--- config.mk ---
export PLATFORM = sky130hd
export DESIGN_NAME = lzssr_ctrl
export DESIGN_NICKNAME = d
export VERILOG_FILES = /design/src/rtl/core/assert_macros.svh /design/src/rtl/core/lzssr_pkg.sv /design/src/rtl/core/lzssr_ctrl.sv
export SDC_FILE = /design/constraint.sdc
export NUM_CORES = 1
export LEC_CHECK = 0
export BUFFER_PORTS_ARGS = -buffer_cell sky130_fd_sc_hd__buf_2
export CAP_MARGIN = 5
export CORE_AREA = 10 10 47 49
export DETAILED_ROUTE_END_ITERATION = 12
export DIE_AREA = 0 0 57 59
export GPL_ROUTABILITY_DRIVEN = 0
export GPL_TIMING_DRIVEN = 0
export PLACE_DENSITY = 0.43
export SLEW_MARGIN = 30
export SYNTH_ARGS = -nofsm -noshare
export SYNTH_HDL_FRONTEND = slang
export SYNTH_SLANG_ARGS = --single-unit
export TNS_END_PERCENT = 5
--- constraint.sdc ---
create_clock -name clk -period 1.2 [get_ports clk]
set_input_delay 0.06 -clock clk [delete_from_list [all_inputs] [get_ports clk]]
set_output_delay 0.06 -clock clk [all_outputs]
set_load 0.05 [all_outputs]
--- src/rtl/core/assert_macros.svh ---
// Assertion macros shared by the LZSS ring decompressor RTL.
// Depends on nothing; users must have clk and arst_n in scope.
`ifndef ASSERT_MACROS_SVH
`define ASSERT_MACROS_SVH

// Property checked at every clock edge outside reset.
`define LZSSR_ASSERT(lbl, prop, msg) \
	lbl: assert property (@(posedge clk) disable iff (!arst_n) (prop)) \
		else $error(msg);

// Condition that must never be true outside reset.
`define LZSSR_NEVER(lbl, cond, msg) \
	`LZSSR_ASSERT(lbl, !(cond), msg)

`endif

--- src/rtl/core/lzssr_pkg.sv ---
// Shared types and constants for the LZSS ring decompressor.
// Used by lzssr_ctrl, lzssr_dp and lzss_ring_decompressor; depends on nothing.
package lzssr_pkg;

	localparam int RING_DEPTH = 4096;
	localparam int RING_AW    = $clog2(RING_DEPTH);

	localparam logic [RING_AW-1:0] START_POS  = RING_AW'(12'hFEE);
	localparam logic [7:0]         FILL_BYTE  = 8'h20;
	localparam logic [2:0]         MAX_PREFIX = 3'd4;
	localparam logic [3:0]         NEED_FLAG  = 4'd8;
	// Length nibble plus this gives the count of bytes still to copy after the first.
	localparam logic [4:0]         LEN_BIAS_M1 = 5'd2;

	typedef struct packed {
		logic [7:0] in_byte;
		logic       start_of_file;
	} in_item_t;

	typedef struct packed {
		logic [7:0] out_byte;
		logic       last_of_run;
	} out_item_t;

	typedef enum logic [1:0] {
		ST_IDLE,
		ST_COPY_RD,
		ST_COPY_WR
	} state_t;

	// Commands from the controller to the datapath.
	typedef struct packed {
		logic restart;
		logic prefix_emit;
		logic flag_load;
		logic low_hold;
		logic copy_start;
		logic lit_emit;
		logic copy_read;
		logic copy_write;
	} cmd_t;

	// Status from the datapath, already adjusted for a start-of-file mark on the
	// item at the input.
	typedef struct packed {
		logic sof;
		logic prefix_active;
		logic need_flag;
		logic awaiting;
		logic flag_set;
		logic out_free;
		logic copy_last;
	} sts_t;

endpackage

--- src/rtl/core/lzssr_ctrl.sv ---
// Controller state machine of the LZSS ring decompressor.
// Depends on lzssr_pkg; drives the command struct of lzssr_dp.
module lzssr_ctrl (
	input  logic              clk,
	input  logic              arst_n,
	input  logic              in_valid,
	output logic              in_ready,
	input  lzssr_pkg::sts_t   sts,
	output lzssr_pkg::cmd_t   cmd
);

	lzssr_pkg::state_t state_q;
	lzssr_pkg::state_t state_next;
	logic              fire;

	always_ff @(posedge clk or negedge arst_n) begin
		if (!arst_n) begin
			state_q <= lzssr_pkg::ST_IDLE;
		end else begin
			state_q <= state_next;
		end
	end

	assign fire = in_valid && in_ready;

	always_comb begin
		state_next = state_q;
		case (state_q)
			lzssr_pkg::ST_IDLE: begin
				if (cmd.copy_start) begin
					state_next = lzssr_pkg::ST_COPY_RD;
				end
			end
			lzssr_pkg::ST_COPY_RD: begin
				state_next = lzssr_pkg::ST_COPY_WR;
			end
			lzssr_pkg::ST_COPY_WR: begin
				if (sts.out_free) begin
					state_next = sts.copy_last ? lzssr_pkg::ST_IDLE : lzssr_pkg::ST_COPY_RD;
				end
			end
			default: begin
				state_next = lzssr_pkg::ST_IDLE;
			end
		endcase
	end

	always_comb begin
		in_ready = 1'b0;
		cmd      = '0;
		case (state_q)
			lzssr_pkg::ST_IDLE: begin
				in_ready    = sts.out_free;
				cmd.restart = fire && sts.sof;
				if (fire) begin
					if (sts.prefix_active) begin
						cmd.prefix_emit = 1'b1;
					end else if (sts.need_flag) begin
						cmd.flag_load = 1'b1;
					end else if (sts.awaiting) begin
						cmd.copy_start = 1'b1;
					end else if (sts.flag_set) begin
						cmd.lit_emit = 1'b1;
					end else begin
						cmd.low_hold = 1'b1;
					end
				end
			end
			lzssr_pkg::ST_COPY_RD: begin
				cmd.copy_read = 1'b1;
			end
			lzssr_pkg::ST_COPY_WR: begin
				cmd.copy_write = sts.out_free;
			end
			default: begin
				cmd = '0;
			end
		endcase
	end

endmodule

==> results.md <==
- Worst slew margin: 0.863
- CTS Buf Count: 3
- First-pass GRT wire length: roughly 1.4 mm
- Critical Path Start Type: flip-flop
- Met1 usage: 0.0600
- Final slew viol count: 0
- PwrDens: approximately 800 nW/um^2
- Port buffer count: 18
- Max FFs per register: 2
- Drt drc: 0
- CTS Root Cell: clkbuf_4
- CP required: between 1 and 1.5 ns
- Core ar.: roughly 1400 um^2
- Clk buf depth: 2
- Fmax: ~0.68 GHz
- Synthesis warning total: 0
- CP max stage cell: dfrtp_1
- Net Count, Synth: 29
- Post-synthesis sequential area ratio: 0.248
- Clock Latency Late Sink: approximately 0.22 ns
- HP Start: sts[0]
- Final ANT Viol Nets: 0
- Post-Place Setup Slack: -0.234 ns
- DR vias: between 200 and 250
- Post-route cell area: slightly below 500 um^2
- Final min period: about 1.5 ns
- Synth-to-layout area growth: 140%
- Synthesis-stage register bit count: 2
- DP HPWL: 630 um
- Crit path max fanout: 5
- Total gr overflow: 0
- Clock Skews: about 0.0024 ns
- Worst setup path start: state_q[1]
- Status: finished, violations left
- Max Cap Violations: 0
- Fraction of layout cells with a size suffix above 1: 0.818
- Nature of the critical path endpoint: primary output
- Core Rows: 14
- Post-Syn Area per Cell: 10.6 um^2
- Static Leakage: 0.229 nW
- Inst Count DP: between 50 and 60
- I/O Pins: 19
- Top reg by flops: state_q
- Fillers: between 100 and 150
- Initial core utilization: 0.144
- RSZ-0062 raised after global routing: true
- Die width: roughly 57 um
- Initial antenna violation count: 0
- M2 GR Usage: 0.0620
- CP max stage delay: about 0.37 ns
- Clk slew on worst S/H paths: around 0.03 ns
- CTS sink cnt: 2
- H-tree levels: 1
- Setup violators final: 9
- Reg2reg setup slack: -0.02 ns
- Min-Delay Path Class: input pin to flip-flop
- WP data arrival: around 1.4 ns
- TritonCTS clock tree: done
- Reg2reg start: state_q[1]
- Largest net degree at the start of global routing: 6
- Final Hold Vio Count: 0
- Total GRT Usage: 0.0490
- Placed cell areas: about 360 um^2
- Die height: just under 60 um
- Post-Syn Instances: 19
- Worst setup path category: flip-flop to primary output
- Layout Nets: 56
- Max IR drop VDD: ~0.00052 V
- DRT Pass-1 Iters: 2
- Final worst setup slack: -0.273 ns
- Worst-margin pin slew: roughly 0.20 ns
- Vias in the first global route: about 290
- DR vias/cell: around 4.1
- Yosys cell types: 15
- Met3 Track Usage GR: 0.0429
- Min Hold Slack: ~0.034 ns
- Biggest regs: state_q: 2 flops
- Cell Area, Synth: 201 um^2
- GRT Max-Usage Layer: met2
- Total wire length: ~750 um
- Post-Layout Cell Count: 60
- Routed WL per cell: approximately 12 um
- Die area: ~3400 um^2
- Initial DRC Count: 1
- Family with the most delay on the worst path: simple AND/OR/NAND/NOR gates
- WP buf/inv: 1
- Period utilization: 1.23
- Ant. Diodes: 0
- Failing checks: setup timing
- Crit-path cells: nand4bb_4 -> nor4b_4 -> buf_6
[cell type report]
type,instances,area [um^2],share of cell area
Buffer,1,7.51,0.0155
Tap cell,16,20.0,0.0415
Sequential cell,2,50.0,0.104
Clock buffer,3,22.5,0.0466
Timing Repair Buffer,22,183,0.378
Multi-Input combinational cell,14,193,0.399
Inverter,2,7.51,0.0155
[per-stage QoR]
step           power [W]  TNS [ns]   util
5_1_grt         0.000410     -1.85  0.345
3_3_place_gp    0.000207    -0.507  0.257
6_report        0.000384     -1.29  0.345
2_1_floorplan   0.000168     -1.45      -
3_5_place_dp    0.000210    -0.659  0.257
4_1_cts         0.000384     -1.47  0.331
[worst paths after layout]
| check | endpoint | depth (start not counted) |
|---|---|---|
| hold / removal | state_q[0] | 2 |
| hold reg to reg | state_q[1] | 3 |
| min in group asynchronous | state_q[0] | 2 |
| max in group asynchronous | state_q[1] | 2 |
| setup / recovery | cmd[2] | 3 |
| setup reg to reg | state_q[0] | 3 |
[synth_stat cells]
library cell | count | area (um^2)
inv_1 | 2 | 7.51
buf_4 | 1 | 7.51
or2_1 | 1 | 6.26
nand3b_1 | 1 | 7.51
nand4bb_4 | 1 | 27.5
dfrtp_1 | 2 | 50.1
nor4b_2 | 1 | 15.0
nor3_1 | 1 | 5.00
and3_1 | 2 | 12.5
o32ai_2 | 1 | 16.3
nor4_1 | 1 | 6.26
or2_2 | 1 | 6.26
nor2b_1 | 1 | 6.26
nor3b_2 | 1 | 12.5
nor3b_1 | 2 | 15.0
[cell families (layout without fill, tap and decap cells)]
logic type | after synthesis | after routing | share of synthesized area
buffers and inverters | 3 | 28 | 0.0746
AO/OA/AOI/OAI | 1 | 1 | 0.0808
AND/OR/NAND/NOR | 13 | 13 | 0.596
flip-flops | 2 | 2 | 0.248
[cells in the final DEF, fill, tap and decap left out, drive strengths merged]
| cell | instances |
|---|---|
| o32ai | 1 |
| nor4b | 1 |
| dfrtp | 2 |
| or2 | 2 |
| buf | 22 |
| inv | 2 |
| dlygate4sd3 | 1 |
| and3 | 2 |
| nand4bb | 1 |
| clkbuf | 3 |
| nand3b | 1 |
| nor2b | 1 |
| nor3 | 1 |
| nor3b | 3 |
| nor4 | 1 |
[where the power goes]
group	internal (W)	switching [W]
Combinational	0.0000718	0.0000919
Sequential	0.0000719	0.00000256
Clock	0.000110	0.0000354
Total	0.000254	0.000130
[worst register-to-register path, delay by kind of cell (launching register included)]
family	cells	cell delay, ns
AO/OA/AOI/OAI	1	0.24
buffers and inverters	1	0.19
flip-flops	1	0.37
AND/OR/NAND/NOR	1	0.32
[metal layers]
| metal | vias up | wire length, um |
|---|---|---|
| li1 | 123 | - |
| met2 | 17 | 282 |
| met3 | 0 | 102 |
| met5 | - | 0 |
| met1 | 104 | 361 |
| met4 | 0 | 0 |
[timing repair]
action | 4_1_cts | 5_1_grt
hold endpoints to repair | 2 | 0
gates resized for setup | 18 | 3
hold buffers | 1 | 0
pin swaps | 3 | 3
buffers inserted | 2 | 1
endpoints found under the setup margin | 9 | 9
No activity file was read; power rests on OpenSTA's default activity.
